## config.mk

```make
export PLATFORM = sky130hd
export DESIGN_NAME = text_command_pwm_channel_setter
export DESIGN_NICKNAME = d
export VERILOG_FILES = /design/src/design/tcpwm_pkg.sv /design/src/design/tcpwm_front.sv /design/src/design/tcpwm_cmd_fifo.sv /design/src/design/tcpwm_back.sv /design/src/design/text_command_pwm_channel_setter.sv
export SDC_FILE = /design/constraint.sdc
export NUM_CORES = 2
export LEC_CHECK = 0
export BUFFER_PORTS_ARGS = -buffer_cell sky130_fd_sc_hd__buf_2
export CAP_MARGIN = 25
export CORE_MARGIN = 1.5
export CORE_UTILIZATION = 50
export CTS_BUF_LIST = sky130_fd_sc_hd__clkbuf_8
export DETAILED_ROUTE_END_ITERATION = 10
export GPL_TIMING_DRIVEN = 0
export PLACE_DENSITY_LB_ADDON = 0.15
export SYNTH_ARGS = -nofsm -noshare
export SYNTH_HDL_FRONTEND = slang
export SYNTH_HIERARCHICAL = 1
export SYNTH_SLANG_ARGS = --single-unit
```

## constraint.sdc

```tcl
create_clock -name i_clk -period 19.45 [get_ports i_clk]
set_input_delay 1.945 -clock i_clk [delete_from_list [all_inputs] [get_ports i_clk]]
set_output_delay 1.945 -clock i_clk [all_outputs]
set_load 0.005 [all_outputs]
```

## src/design/tcpwm_pkg.sv

```systemverilog
`timescale 1ns / 1ps
`default_nettype none

package tcpwm_pkg;

    localparam int MSG_MAX = 64;
    localparam int POS_W   = $clog2(MSG_MAX + 1);
    localparam int CAP_N   = 12;
    localparam int KW_N    = 13;

    localparam int K_LOCK = 0;
    localparam int K_UNL  = 1;
    localparam int K_MID  = 2;
    localparam int K_PITP = 3;
    localparam int K_PITM = 4;
    localparam int K_ROLP = 5;
    localparam int K_ROLM = 6;
    localparam int K_UPDP = 7;
    localparam int K_UPDM = 8;
    localparam int K_YAWP = 9;
    localparam int K_YAWM = 10;
    localparam int K_S    = 11;
    localparam int K_GET  = 12;

    localparam logic [31:0] KW_LOCK = "LOCK";
    localparam logic [23:0] KW_UNL  = "UNL";
    localparam logic [23:0] KW_MID  = "MID";
    localparam logic [31:0] KW_PITP = "PIT+";
    localparam logic [31:0] KW_PITM = "PIT-";
    localparam logic [31:0] KW_ROLP = "ROL+";
    localparam logic [31:0] KW_ROLM = "ROL-";
    localparam logic [31:0] KW_UPDP = "UPD+";
    localparam logic [31:0] KW_UPDM = "UPD-";
    localparam logic [31:0] KW_YAWP = "YAW+";
    localparam logic [31:0] KW_YAWM = "YAW-";
    localparam logic [7:0]  KW_S    = "s";
    localparam logic [23:0] KW_GET  = "GET";

    localparam logic [7:0] CHR_ZERO = 8'h30;
    localparam logic [7:0] CHR_PLUS = 8'h2B;
    localparam logic [7:0] CHR_NUL  = 8'h00;

    localparam logic [1:0] CH_ROLL     = 2'd0;
    localparam logic [1:0] CH_PITCH    = 2'd1;
    localparam logic [1:0] CH_THROTTLE = 2'd2;
    localparam logic [1:0] CH_YAW      = 2'd3;

    localparam logic [2:0] CFG_NEUTRAL  = 3'd0;
    localparam logic [2:0] CFG_FLOOR    = 3'd1;
    localparam logic [2:0] CFG_CEILING  = 3'd2;
    localparam logic [2:0] CFG_FINE     = 3'd3;
    localparam logic [2:0] CFG_TSTEP    = 3'd4;
    localparam logic [2:0] CFG_ARM      = 3'd5;
    localparam logic [2:0] CFG_DISARM   = 3'd6;

    localparam logic [15:0] RST_NEUTRAL = 16'd7500;
    localparam logic [15:0] RST_FLOOR   = 16'd5000;
    localparam logic [15:0] RST_CEILING = 16'd8000;
    localparam logic [15:0] RST_FINE    = 16'd5;
    localparam logic [15:0] RST_TSTEP   = 16'd50;
    localparam logic [15:0] RST_ARM     = 16'd10000;
    localparam logic [15:0] RST_DISARM  = 16'd5000;

    localparam logic [0:0] KIND_WRITE = 1'b0;
    localparam logic [0:0] KIND_REPLY = 1'b1;

    typedef enum logic [3:0] {
        ACT_NONE, ACT_LOCK, ACT_UNL, ACT_MID, ACT_PITP, ACT_PITM, ACT_ROLP,
        ACT_ROLM, ACT_UPDP, ACT_UPDM, ACT_YAWP, ACT_YAWM, ACT_SET, ACT_GET
    } t_action;

    typedef struct packed {
        t_action                  action;
        logic [CAP_N-1:0][7:0]    caps;
    } t_cmd;

    typedef struct packed {
        logic [0:0]  kind;
        logic [1:0]  chan;
        logic [15:0] width;
        logic [7:0]  reply;
        logic        last;
    } t_result;

    typedef enum logic [1:0] {RS_DIGIT, RS_PLUS, RS_NUL} t_reply_src;

    typedef struct packed {
        t_reply_src src;
        logic [1:0] chan;
        logic [1:0] pos;
    } t_get_step;

    function automatic t_action prio(input logic [KW_N-1:0] seen);
        t_action a;
        if (seen[K_LOCK])      a = ACT_LOCK;
        else if (seen[K_UNL])  a = ACT_UNL;
        else if (seen[K_MID])  a = ACT_MID;
        else if (seen[K_PITP]) a = ACT_PITP;
        else if (seen[K_PITM]) a = ACT_PITM;
        else if (seen[K_ROLP]) a = ACT_ROLP;
        else if (seen[K_ROLM]) a = ACT_ROLM;
        else if (seen[K_UPDP]) a = ACT_UPDP;
        else if (seen[K_UPDM]) a = ACT_UPDM;
        else if (seen[K_YAWP]) a = ACT_YAWP;
        else if (seen[K_YAWM]) a = ACT_YAWM;
        else if (seen[K_S])    a = ACT_SET;
        else if (seen[K_GET])  a = ACT_GET;
        else                   a = ACT_NONE;
        return a;
    endfunction

    function automatic logic [4:0] n_steps(input t_action a);
        logic [4:0] n;
        case (a)
            ACT_LOCK: n = 5'd4;
            ACT_UNL:  n = 5'd5;
            ACT_MID:  n = 5'd3;
            ACT_SET:  n = 5'd3;
            ACT_GET:  n = 5'd21;
            default:  n = 5'd1;
        endcase
        return n;
    endfunction

    // The GET reply: four digits of each channel, separators and two NULs.
    function automatic t_get_step get_step(input logic [4:0] step);
        t_get_step  g;
        logic [4:0] off;
        g.src  = RS_DIGIT;
        g.chan = CH_ROLL;
        off    = step;
        case (step) inside
            [5'd0:5'd3]:   begin g.chan = CH_ROLL;     off = step; end
            [5'd5:5'd8]:   begin g.chan = CH_PITCH;    off = step - 5'd5; end
            [5'd11:5'd14]: begin g.chan = CH_THROTTLE; off = step - 5'd11; end
            [5'd16:5'd19]: begin g.chan = CH_YAW;      off = step - 5'd16; end
            5'd4, 5'd9, 5'd15: g.src = RS_PLUS;
            default:       g.src = RS_NUL;
        endcase
        g.pos = ~off[1:0];
        return g;
    endfunction

endpackage

`default_nettype wire

```

## src/design/tcpwm_front.sv

```systemverilog
`timescale 1ns / 1ps
`default_nettype none

module tcpwm_front import tcpwm_pkg::*; (
    input  wire logic       i_clk,
    input  wire logic       i_rst_n,
    input  wire logic       i_push,
    input  wire logic [7:0] i_rx_byte,
    input  wire logic       i_end_of_message,
    input  wire logic       i_q_full,
    output logic            o_full,
    output logic            o_q_push,
    output t_cmd            o_q_cmd
);

    logic [7:0]            r_recent [3];
    logic [KW_N-1:0]       r_seen;
    logic [CAP_N-1:0][7:0] r_cap;
    logic [POS_W-1:0]      r_pos;
    logic                  r_ended;

    logic [7:0]            n_recent [3];
    logic [KW_N-1:0]       n_seen;
    logic [CAP_N-1:0][7:0] n_cap;
    logic                  n_ended;
    logic                  accept, stored, note;
    logic [KW_N-1:0]       flags;
    logic [31:0]           win;
    t_action               act;

    assign o_full = i_q_full;
    assign accept = i_push & ~i_q_full;
    assign stored = r_pos < POS_W'(MSG_MAX);
    assign win    = {r_recent[0], r_recent[1], r_recent[2], i_rx_byte};

    always_comb begin
        for (int i = 0; i < CAP_N; i++) begin
            n_cap[i] = (stored && r_pos == POS_W'(i + 1)) ? i_rx_byte : r_cap[i];
        end
        n_ended = r_ended | (stored & (i_rx_byte == 8'd0));
        note    = stored & ~n_ended;

        flags         = '0;
        flags[K_LOCK] = win == KW_LOCK;
        flags[K_UNL]  = win[23:0] == KW_UNL;
        flags[K_MID]  = win[23:0] == KW_MID;
        flags[K_PITP] = win == KW_PITP;
        flags[K_PITM] = win == KW_PITM;
        flags[K_ROLP] = win == KW_ROLP;
        flags[K_ROLM] = win == KW_ROLM;
        flags[K_UPDP] = win == KW_UPDP;
        flags[K_UPDM] = win == KW_UPDM;
        flags[K_YAWP] = win == KW_YAWP;
        flags[K_YAWM] = win == KW_YAWM;
        flags[K_S]    = i_rx_byte == KW_S;
        flags[K_GET]  = win[23:0] == KW_GET;

        n_seen      = note ? (r_seen | flags) : r_seen;
        n_recent[0] = note ? r_recent[1] : r_recent[0];
        n_recent[1] = note ? r_recent[2] : r_recent[1];
        n_recent[2] = note ? i_rx_byte   : r_recent[2];
        act         = prio(n_seen);
    end

    assign o_q_push       = accept & i_end_of_message & (act != ACT_NONE);
    assign o_q_cmd.action = act;
    assign o_q_cmd.caps   = n_cap;

    always_ff @(posedge i_clk) begin
        if (!i_rst_n || (accept && i_end_of_message)) begin
            r_recent[0] <= '0;
            r_recent[1] <= '0;
            r_recent[2] <= '0;
            r_seen      <= '0;
            r_cap       <= '0;
            r_pos       <= '0;
            r_ended     <= 1'b0;
        end else if (accept) begin
            r_recent <= n_recent;
            r_seen   <= n_seen;
            r_cap    <= n_cap;
            r_ended  <= n_ended;
            if (stored) begin
                r_pos <= r_pos + POS_W'(1);
            end
        end
    end

endmodule

`default_nettype wire

```

## src/design/tcpwm_cmd_fifo.sv

```systemverilog
`timescale 1ns / 1ps
`default_nettype none

module tcpwm_cmd_fifo import tcpwm_pkg::*; (
    input  wire logic i_clk,
    input  wire logic i_rst_n,
    input  wire logic i_push,
    input  wire t_cmd i_cmd,
    output logic      o_full,
    input  wire logic i_pop,
    output t_cmd      o_cmd,
    output logic      o_empty
);

    t_cmd       r_mem [2];
    logic       r_wr, r_rd;
    logic [1:0] r_cnt;
    logic       do_push, do_pop;

    assign o_full  = r_cnt == 2'd2;
    assign o_empty = r_cnt == 2'd0;
    assign o_cmd   = r_mem[r_rd];
    assign do_push = i_push & ~o_full;
    assign do_pop  = i_pop & ~o_empty;

    always_ff @(posedge i_clk) begin
        if (do_push) begin
            r_mem[r_wr] <= i_cmd;
        end
    end

    always_ff @(posedge i_clk) begin
        if (!i_rst_n) begin
            r_wr  <= 1'b0;
            r_rd  <= 1'b0;
            r_cnt <= 2'd0;
        end else begin
            if (do_push) r_wr <= ~r_wr;
            if (do_pop)  r_rd <= ~r_rd;
            r_cnt <= r_cnt + 2'(do_push) - 2'(do_pop);
        end
    end

endmodule

`default_nettype wire

```

## src/design/tcpwm_back.sv

```systemverilog
`timescale 1ns / 1ps
`default_nettype none

module tcpwm_back import tcpwm_pkg::*; (
    input  wire logic        i_clk,
    input  wire logic        i_rst_n,
    input  wire logic        i_cfg_we,
    input  wire logic [2:0]  i_cfg_index,
    input  wire logic [15:0] i_cfg_data,
    input  wire logic        i_q_empty,
    input  wire t_cmd        i_q_cmd,
    output logic             o_q_pop,
    input  wire logic        i_pop,
    output logic             o_empty,
    output t_result          o_res
);

    typedef enum logic [1:0] {ST_IDLE = 2'b01, ST_RUN = 2'b10} t_state;

    t_state                r_state;
    t_action               r_act;
    logic [CAP_N-1:0][7:0] r_caps;
    logic [4:0]            r_step;
    logic [15:0]           r_rem;
    logic [15:0]           r_chan [4];
    logic [15:0]           r_neutral, r_floor, r_ceiling, r_fine, r_tstep, r_arm, r_disarm;
    t_result               r_out [2];
    logic                  r_owr, r_ord;
    logic [1:0]            r_ocnt;

    logic [15:0]           n_chan [4];
    logic [15:0]           n_rem;
    t_result               res;
    logic                  room, emit, last_step, load, out_pop;
    logic [15:0]           d [4];
    logic [15:0]           set_val, src, upd;
    t_get_step             ge;
    logic [32:0]           p3;
    logic [15:0]           p2;
    logic [14:0]           p1;
    logic [6:0]            q;

    assign room      = (r_ocnt != 2'd2) | i_pop;
    assign emit      = (r_state == ST_RUN) & room;
    assign last_step = r_step == n_steps(r_act) - 5'd1;
    assign load      = ((r_state == ST_IDLE) | (emit & last_step)) & ~i_q_empty;
    assign o_q_pop   = load;
    assign out_pop   = i_pop & (r_ocnt != 2'd0);
    assign o_empty   = r_ocnt == 2'd0;
    assign o_res     = r_out[r_ord];

    // Decimal load: the four captured bytes at the bottom of the shift register.
    always_comb begin
        for (int i = 0; i < 4; i++) begin
            d[i] = 16'(r_caps[i]) - 16'(CHR_ZERO);
        end
        set_val = d[0] * 16'd1000 + d[1] * 16'd100 + d[2] * 16'd10 + d[3];
    end

    // One reply digit a beat; the remainder carries over to the next digit.
    always_comb begin
        ge  = get_step(r_step);
        src = (ge.pos == 2'd3) ? r_chan[ge.chan] : r_rem;
        p3  = 33'(src) * 33'd67109;
        p2  = 16'(src[9:0]) * 16'd41;
        p1  = 15'(src[6:0]) * 15'd205;
        case (ge.pos)
            2'd3: begin
                q     = p3[32:26];
                n_rem = src - 16'(q) * 16'd1000;
            end
            2'd2: begin
                q     = 7'(p2[15:12]);
                n_rem = src - 16'(q) * 16'd100;
            end
            2'd1: begin
                q     = 7'(p1[14:11]);
                n_rem = src - 16'(q) * 16'd10;
            end
            default: begin
                q     = 7'(src[3:0]);
                n_rem = 16'd0;
            end
        endcase
    end

    always_comb begin
        res       = '0;
        res.kind  = KIND_WRITE;
        res.last  = last_step;
        n_chan    = r_chan;
        upd       = r_chan[CH_THROTTLE];
        unique case (r_act) inside
            ACT_LOCK, ACT_UNL: begin
                n_chan[CH_ROLL]     = r_neutral;
                n_chan[CH_PITCH]    = r_neutral;
                n_chan[CH_THROTTLE] = r_floor;
                n_chan[CH_YAW]      = r_neutral;
                case (r_step)
                    5'd0: begin res.chan = CH_ROLL;     res.width = r_neutral; end
                    5'd1: begin res.chan = CH_PITCH;    res.width = r_neutral; end
                    5'd2: begin res.chan = CH_THROTTLE; res.width = r_floor;   end
                    5'd3: begin
                        res.chan  = CH_YAW;
                        res.width = (r_act == ACT_LOCK) ? r_disarm : r_neutral;
                    end
                    default: begin res.chan = CH_YAW; res.width = r_arm; end
                endcase
            end
            ACT_MID: begin
                n_chan[CH_ROLL]  = r_neutral;
                n_chan[CH_PITCH] = r_neutral;
                n_chan[CH_YAW]   = r_neutral;
                res.width        = r_neutral;
                case (r_step)
                    5'd0:    res.chan = CH_ROLL;
                    5'd1:    res.chan = CH_PITCH;
                    default: res.chan = CH_YAW;
                endcase
            end
            ACT_PITP, ACT_PITM: begin
                res.chan  = CH_PITCH;
                res.width = (r_act == ACT_PITP) ? r_chan[CH_PITCH] + r_fine
                                                : r_chan[CH_PITCH] - r_fine;
                n_chan[CH_PITCH] = res.width;
            end
            ACT_ROLP, ACT_ROLM: begin
                res.chan  = CH_ROLL;
                res.width = (r_act == ACT_ROLP) ? r_chan[CH_ROLL] + r_fine
                                                : r_chan[CH_ROLL] - r_fine;
                n_chan[CH_ROLL] = res.width;
            end
            ACT_YAWP, ACT_YAWM: begin
                res.chan  = CH_YAW;
                res.width = (r_act == ACT_YAWP) ? r_chan[CH_YAW] + r_fine
                                                : r_chan[CH_YAW] - r_fine;
                n_chan[CH_YAW] = res.width;
            end
            ACT_UPDP: begin
                if (r_chan[CH_THROTTLE] <= r_ceiling) upd = r_chan[CH_THROTTLE] + r_tstep;
                res.chan            = CH_THROTTLE;
                res.width           = upd;
                n_chan[CH_THROTTLE] = upd;
            end
            ACT_UPDM: begin
                if (r_chan[CH_THROTTLE] > r_floor) upd = r_chan[CH_THROTTLE] - r_tstep;
                res.chan            = CH_THROTTLE;
                res.width           = upd;
                n_chan[CH_THROTTLE] = upd;
            end
            ACT_SET: begin
                res.chan            = r_step[1:0];
                res.width           = set_val;
                n_chan[r_step[1:0]] = set_val;
            end
            ACT_GET: begin
                res.kind = KIND_REPLY;
                case (ge.src)
                    RS_DIGIT: res.reply = 8'(q) + CHR_ZERO;
                    RS_PLUS:  res.reply = CHR_PLUS;
                    default:  res.reply = CHR_NUL;
                endcase
            end
            default: ;
        endcase
    end

    always_ff @(posedge i_clk) begin
        if (load) begin
            r_act  <= i_q_cmd.action;
            r_caps <= i_q_cmd.caps;
            r_step <= 5'd0;
        end else if (emit) begin
            r_step <= r_step + 5'd1;
            r_caps <= {32'd0, r_caps[CAP_N-1:4]};
        end
        if (emit && r_act == ACT_GET && ge.src == RS_DIGIT) begin
            r_rem <= n_rem;
        end
        if (emit) begin
            r_out[r_owr] <= res;
        end
    end

    always_ff @(posedge i_clk) begin
        if (!i_rst_n) begin
            r_state   <= ST_IDLE;
            r_owr     <= 1'b0;
            r_ord     <= 1'b0;
            r_ocnt    <= 2'd0;
            r_chan[CH_ROLL]     <= RST_NEUTRAL;
            r_chan[CH_PITCH]    <= RST_NEUTRAL;
            r_chan[CH_THROTTLE] <= RST_FLOOR;
            r_chan[CH_YAW]      <= RST_NEUTRAL;
            r_neutral <= RST_NEUTRAL;
            r_floor   <= RST_FLOOR;
            r_ceiling <= RST_CEILING;
            r_fine    <= RST_FINE;
            r_tstep   <= RST_TSTEP;
            r_arm     <= RST_ARM;
            r_disarm  <= RST_DISARM;
        end else begin
            if (load) begin
                r_state <= ST_RUN;
            end else if (emit && last_step) begin
                r_state <= ST_IDLE;
            end
            if (emit) begin
                r_chan <= n_chan;
                r_owr  <= ~r_owr;
            end
            if (out_pop) r_ord <= ~r_ord;
            r_ocnt <= r_ocnt + 2'(emit) - 2'(out_pop);
            if (i_cfg_we) begin
                unique case (i_cfg_index)
                    CFG_NEUTRAL: r_neutral <= i_cfg_data;
                    CFG_FLOOR:   r_floor   <= i_cfg_data;
                    CFG_CEILING: r_ceiling <= i_cfg_data;
                    CFG_FINE:    r_fine    <= i_cfg_data;
                    CFG_TSTEP:   r_tstep   <= i_cfg_data;
                    CFG_ARM:     r_arm     <= i_cfg_data;
                    CFG_DISARM:  r_disarm  <= i_cfg_data;
                    default: ;
                endcase
            end
        end
    end

endmodule

`default_nettype wire

```

## src/design/text_command_pwm_channel_setter.sv

```systemverilog
// Channel   Handshake              Beat carries
// input     i_push / o_full        i_rx_byte, i_end_of_message
// result    o_empty / i_pop        o_result_kind, o_channel_index, o_pulse_width,
//                                  o_reply_byte, o_last_of_run
// config    i_cfg_we               i_cfg_index, i_cfg_data
//
// One byte is accepted per cycle; the parser keeps no state that costs extra cycles.
// A finished message enters a two-entry command queue; the executor then gives one
// result a cycle while its queue has room (4, 5, 3, 1 or 3 writes, or 21 GET bytes).
// Input stalls only when the command queue is full; results sit in a two-entry queue.
// Synchronous active-low reset restores the configuration registers and the channel widths.
`timescale 1ns / 1ps
`default_nettype none

module text_command_pwm_channel_setter import tcpwm_pkg::*; (
    input  wire logic        i_clk,
    input  wire logic        i_rst_n,
    input  wire logic        i_push,
    output logic             o_full,
    input  wire logic [7:0]  i_rx_byte,
    input  wire logic        i_end_of_message,
    output logic             o_empty,
    input  wire logic        i_pop,
    output logic             o_result_kind,
    output logic [1:0]       o_channel_index,
    output logic [15:0]      o_pulse_width,
    output logic [7:0]       o_reply_byte,
    output logic             o_last_of_run,
    input  wire logic        i_cfg_we,
    input  wire logic [2:0]  i_cfg_index,
    input  wire logic [15:0] i_cfg_data
);

    logic    q_push, q_full, q_pop, q_empty;
    t_cmd    q_in, q_out;
    t_result res;

    tcpwm_front u_front (
        .i_clk            (i_clk),
        .i_rst_n          (i_rst_n),
        .i_push           (i_push),
        .i_rx_byte        (i_rx_byte),
        .i_end_of_message (i_end_of_message),
        .i_q_full         (q_full),
        .o_full           (o_full),
        .o_q_push         (q_push),
        .o_q_cmd          (q_in)
    );

    tcpwm_cmd_fifo u_cmdq (
        .i_clk   (i_clk),
        .i_rst_n (i_rst_n),
        .i_push  (q_push),
        .i_cmd   (q_in),
        .o_full  (q_full),
        .i_pop   (q_pop),
        .o_cmd   (q_out),
        .o_empty (q_empty)
    );

    tcpwm_back u_back (
        .i_clk       (i_clk),
        .i_rst_n     (i_rst_n),
        .i_cfg_we    (i_cfg_we),
        .i_cfg_index (i_cfg_index),
        .i_cfg_data  (i_cfg_data),
        .i_q_empty   (q_empty),
        .i_q_cmd     (q_out),
        .o_q_pop     (q_pop),
        .i_pop       (i_pop),
        .o_empty     (o_empty),
        .o_res       (res)
    );

    assign o_result_kind   = res.kind;
    assign o_channel_index = res.chan;
    assign o_pulse_width   = res.width;
    assign o_reply_byte    = res.reply;
    assign o_last_of_run   = res.last;

endmodule

`default_nettype wire

```

# Word level (Yosys, flattened, before mapping)
# Memories as Yosys holds them, arrays and structs flattened. A register that Yosys moved wholly into a read port is not among the register bits.
# Cells that the tools add are included.
[totals]
mem_count = 2
input_bits = 33
elab_cells = 323
mem_bits_rw = 256
output_inout_bits = 30
ff_bits = 448
[memory_table]
columns = ["name", "depth", "word_bits", "rd", "rd_clocked_by_memory_dff", "write_ports", "line_no", "text"]
rows = [
  ["u_cmdq.r_mem", 2, 100, 1, 1, 1, "tcpwm_cmd_fifo.sv:15", "t_cmd r_mem [2];"],
  ["u_back.r_out", 2, 28, 1, 1, 1, "tcpwm_back.sv:27", "t_result r_out [2];"],
]
[classes]
eq_ne = 59
add_sub_neg = 29
mul = 9
reduce_logical = 57
bitwise = 25
n_lt_le_gt_ge = 14
mux = 77
[op_table]
columns = ["op", "count"]
rows = [
  ["$eq A32 B31 Y1 const B", 9],
  ["$mux W96", 2],
  ["$pmux W16 S3", 4],
  ["$mux W16", 10],
  ["$pmux W18 S8", 1],
  ["$add A16 B16 Y16", 7],
  ["$mux W8", 13],
  ["$sub A16 B16 Y16", 5],
  ["$eq A24 B23 Y1 const B", 3],
  ["$pmux W18 S4", 1],
  ["$bwmux W64", 1],
  ["$pmux W16 S4", 1],
  ["$mux W4", 13],
  ["$sub A8 B6 Y9 const B", 4],
  ["$eq A7 B4 Y1 const B", 5],
  ["$mul A16 B17 Y33 const B", 1],
  ["$bmux W16 S2", 1],
  ["$demux W16 S2", 1],
  ["$mux W2", 15],
  ["$eq A7 B3 Y1 const B", 4],
  ["$reduce_and A2 Y1", 13],
  ["$eq A4 B4 Y1 const B", 6],
  ["$logic_and A1 B1 Y1", 21],
  ["$pmux W7 S3", 1],
  ["69 further kinds", 128],
]

# Logic depth before layout (Yosys ltp)
[logic_depth]
depth_word = 24
ltp_mapped = 56
mapped_depth_nobuf = 51

# By module
# The synthesis kept the hierarchy.
[by_module_without_submodules]
columns = ["module", "cells_per_inst", "area_each_um2", "instances", "seq_area_each_um2"]
rows = [
  ["tcpwm_back", 3742, 33176.8, 1, 8928.6],
  ["tcpwm_cmd_fifo", 338, 7952.6, 1, 6105.9],
  ["tcpwm_front", 852, 6914.1, 1, 2822.7],
]

# Least setup slack after synthesis
# No wires, ideal clock.
[synth_path]
path_type = "reg2reg"
from = "register u_back.r_step[1]"
to = "register u_back.r_rem[15], data pin"
setup_time_ns = 0.274
path_buffers = 5
stages_incl_launch_ff = 48
synth_period_minus_slack_ns = 11.975
arrival_ns = 11.701
path_slack_ns = 7.475
path_cell_list = "dfxtp_1 buf_2 inv_1 ha_1 buf_2 nor3_2 o32ai_2 mux2i_1 and2_4 buf_6 clkbuf_1 clkbuf_1 o21a_1 inv_1 ha_1 ha_1 inv_1 fa_1 [12 not listed] maj3_1 xnor2_1 inv_1 fa_1 fa_1 inv_1 fa_1 ha_1 ha_1 a21oi_1 xor2_1 ha_1 nor2b_1 o21ai_0 o21ai_0 a211oi_1 xnor2_1 o2111ai_1"
[synth_via]
elab_chain_len = 15
word_cells_on_any_way = 42
cone_classes = "add/sub (6); mul (6); order compare (8); eq/ne (3); mux (13); bitwise (2); reduce/logical (4)"
[synth_rtl]
columns = ["item", "line_no", "text"]
rows = [
  ["from (decl)", "tcpwm_back.sv:23", "logic [4:0] r_step;"],
  ["from (signal assigned)", "tcpwm_back.sv:174", "r_step <= r_step + 5'd1;"],
  ["$ge A5 B5 Y1 (implied by the code) / $le A5 B5 Y1 (equally long branches)", "tcpwm_back.sv:62", "ge = get_step(r_step);"],
  ["$logic_and A1 B1 Y1 (implied by the code)", "tcpwm_back.sv:62", ""],
  ["$mux W2 (4 in a row)", "tcpwm_pkg.sv:132", "case (step) inside"],
  ["$not A2 Y3 (implied by the code)", "tcpwm_back.sv:63", "src = (ge.pos == 2'd3) ? r_chan[ge.chan] : r_rem;"],
  ["$bmux W16 S2", "tcpwm_back.sv:63", ""],
  ["$mux W16 (implied by the code) (2 in a row)", "tcpwm_back.sv:63", ""],
  ["$mux W16", "tcpwm_back.sv:63", ""],
  ["$mul A16 B17 Y33, or another cell as far along", "tcpwm_back.sv:64", "p3 = 33'(src) * 33'd67109;"],
  ["$mul A7 B7 Y13, or another cell as far along", "tcpwm_back.sv:70", "n_rem = src - 16'(q) * 16'd1000;"],
  ["$sub A16 B16 Y16, or another cell as far along", "tcpwm_back.sv:70", ""],
  ["$pmux W16 S3 *", "tcpwm_back.sv:67", "case (ge.pos)"],
  ["net u_back.n_rem[15]", "tcpwm_back.sv:32", "logic [15:0] n_rem;"],
  ["to (signal assigned)", "tcpwm_back.sv:178", "r_rem <= n_rem;"],
  ["to (decl)", "tcpwm_back.sv:24", "logic [15:0] r_rem;"],
]
# Mark *: on every way through the listed nets, which the timed path passes. The rest lies on a longest branch. The select of a mux whose other input is x is not followed.
# A chain may end at the register's enable or synchronous reset.

# Worst setup path in the final report
# Same ends and word-level chain as after synthesis.

==> out/results.ini <==
[grt]
grt_max_degree = 52
grt_pass1_vias = 35800
antenna_found_initial = 6
grt.overflow.total = 0
grtUsageTotal_pct = 30.4
grt_pass1_wl_mm = 224

[cells_and_area]
nNetsFinal = 5759
area_growth_pct = 9.77
layout-drive-gt1-share_pct = 12.5
mostFrequentLayoutCell = nand2_1
final_cell_mix = 494 x nand2_1, 462 x nor2_1, 457 x ha_1
nFillCells = 8637

[yosys]
yosys_warnings = 6
ys_types = 107
synth_area_leaders = edfxtp_1 23%, dfxtp_1 14%, ha_1 12%
synth_compound_area_share_pct = 12.1
synthSimpleGateAreaFrac_pct = 14.6
synth_cells = 4932
synth_top_area_share_pct = 23.3
synth-xor-area-share_pct = 4.57
synth-seq-cells = 706
synthAdderAreaFrac_pct = 17.4
synth_top_family_by_area = adder cells
netlist_area_sq_um = 48000
synthMuxAreaShare_pct = 8.82
synth_top_flop_cell = edfxtp_1
yosysTopAreaCell = edfxtp_1
ys_seq_area_share_pct = 37.2
async_flop_share_pct = 0
syn_nets = 5553
synth-edff-count = 372
avgSynthCellArea_sq_um = 9.74

[timing]
rsz0062_at_grt = false
finalMaxSlewViolations = 0
max_freq_ghz = 0.0683
setup_violations = 0
fin_crit_ns = 14.65
fin_setup_tns_ns = 0
tightestPinTransition_ns = 1.30
hold_viol_final = 0
relSlewSlack_pct = 12.9
period_share_pct = 75.3
finClkSkew_ns = 0.0491

[clock_tree]
htree_levels = 3
clk_latency_ns = 0.80
post_cts_resized = 0
hold_buffers = 0
tritoncts = built
clock_path_buffers = 3
cts-root-buf = clkbuf_8
path_clk_slew_ns = 0.06
clock-sinks = 706
cts_buffers = 117
post-cts-setup-buffer-count = 0

[power_and_ir_drop]
total_power_mw = 9.39
p_leak_nw = 22.0
vdd_drop_max_uv = 764
cellPowerDensity_nw_per_um2 = 178

[die]
die_area_sq_um = 98000
die_x_um = 313
io_pins = 63
rows = 113
start_util_pct = 50.5
core-area_sq_um = 95200
die_y_um = 313

[placement]
dpl.hpwl_mm = 116
io_buffers = 56
gp_congestion = 1.05

[drt]
drtIter0Drc = 3637
first_pass_iters = 6
met2_length_mm = 67.1
vias = 37900
met3_wirelength_mm = 12.4
post-route-drc-count = 0
ant_nets = 0
maxUsedRoutingLayer = met4
avgViaCountPerCell = 5.82
met1_length_mm = 64.5
wl_mm = 152
wl_per_cell_um = 23.3

[critical_path]
startpoint_type = register
crit_path_end = u_back/r_rem[15]
crit_top_cell = ha_1
r2r_end = u_back/r_rem[15]
path_max_fanout = 10
startpoint = u_back/r_step[1]
cp-end-kind = register
reg2reg_slack_ns = 4.80
crit_required_ns = 19.93
critPathSlowestCell = a31oi_1
reg2reg_depth = 42
worstSetupPathType = register to register
rr_startpoint = u_back/r_step[1]
arrival_ns = 15.13
critPathMaxStageDelay_ns = 0.82

[flow_run]
maxCapViolCount = 0

[min_path]
hp-class = register to register

[run_status]
run_status = finished clean

metal layers:
layer / GRT usage (%) / vias up
met5: 0 / -
met4: 13.8 / 0
met3: 5.56 / 339
met2: 47.4 / 1505
met1: 41.0 / 18200
li1: - / 17800
power by group:
part / total, mW / internal (mW) / switching (mW)
registers: 1.66 / 1.65 / 0.0172
logic: 6.42 / 2.73 / 3.69
clock network: 1.31 / 0.684 / 0.625
total: 9.39 / 5.06 / 4.33
sequential cells by signal, indices dropped and copies added (netlist names), 7 cells and up, named ones only:
register,flops
u_back/r_ceiling,16
u_front/r_seen,13
u_back/r_chan,64
u_back/r_out,56
u_front/r_recent,24
u_front/r_pos,7
u_back/r_rem,16
u_cmdq/r_mem,200
u_back/r_tstep,16
u_back/r_neutral,16
u_back/r_disarm,16
u_front/r_cap,96
u_back/r_floor,16
u_back/r_arm,16
u_back/r_caps,96
u_back/r_fine,16
cell families after synthesis:
logic type,count (synthesis)
and+or+nand+nor,1520
DFF,706
AOI/OAI and AO/OA,901
buffers and inverters,619
adders and majority gates,590
muxes,348
xor gates and xnor gates,248
per-stage QoR:
stage / utilization [%] / setup WS, ns / instance area [sq um] / hold WS, ns / std cells
CTS: 55.4 / 4.87 / 52700 / 0.457 / 6499
floorplan: - / 7.47 / 48000 / 0.436 / 4932
finish: 55.4 / 4.80 / 52700 / 0.453 / 6507
global route: 55.4 / 3.91 / 52700 / 0.479 / 6505
global placement: 52.4 / 2.35 / 49900 / 0.443 / 6253
detailed placement: 52.9 / 4.93 / 50400 / 0.449 / 6280
critical path, delay by kind of cell, from the launching register on:
| kind | cells | cell delay (ns) |
|---|---|---|
| simple gates | 3 | 0.77 |
| buf+inv | 5 | 1.93 |
| flops | 1 | 0.39 |
| compound gates | 15 | 4.36 |
| fa+ha+maj | 15 | 5.85 |
| xor+xnor | 4 | 1.05 |
cells in the mapped netlist, types with 16 or more instances:
master / n
ha_1: 457
nor2b_1: 31
nor3_1: 157
and2_1: 60
nand3b_1: 17
dfxtp_1: 334
or3_1: 19
a31oi_1: 29
mux2_4: 100
and3_1: 22
mux2i_1: 45
xnor2_1: 132
nand2b_1: 43
mux2_2: 203
clkbuf_1: 177
xor2_1: 114
nand4_1: 35
nand2_1: 494
o21ai_0: 160
nor3b_1: 16
nand3_1: 91
edfxtp_1: 372
o22ai_1: 23
nor2_1: 464
o211ai_1: 43
inv_1: 377
o21a_1: 18
o21bai_1: 21
a21o_1: 54
buf_1: 22
fa_1: 131
a211oi_1: 29
buf_2: 21
a22oi_1: 19
a221oi_1: 37
a21oi_1: 317
layout make-up:
cell class | instances | area (sq um) | area share (%)
flip-flops and latches | 706 | 17900 | 33.9
repair buffers | 87 | 722 | 1.37
multi-input cells | 3607 | 27700 | 52.5
diodes | 4 | 10.0 | 0.0190
clock inverters | 85 | 488 | 0.925
inverters | 382 | 1440 | 2.72
well taps | 1265 | 1580 | 3.00
plain buffers | 237 | 1120 | 2.13
clock buffers | 134 | 1840 | 3.50
worst min path at each step:
| stage | startpoint | end | slack, ns | cells past startpoint |
|---|---|---|---|---|
| 2_1_floorplan | u_back/r_disarm[0] | u_back/r_disarm[0] | 0.44 | 2 |
| 3_3_place_gp | u_back/r_ceiling[4] | u_back/r_ceiling[4] | 0.44 | 2 |
| 3_5_place_dp | u_back/r_ceiling[14] | u_back/r_ceiling[14] | 0.45 | 2 |
| 4_1_cts | u_back/r_ceiling[14] | u_back/r_ceiling[14] | 0.46 | 2 |
| 5_1_grt | u_back/r_ceiling[5] | u_back/r_ceiling[5] | 0.48 | 2 |
| 6_report | u_back/r_ceiling[2] | u_back/r_ceiling[2] | 0.45 | 2 |
Power figures use the tool's default switching activity.
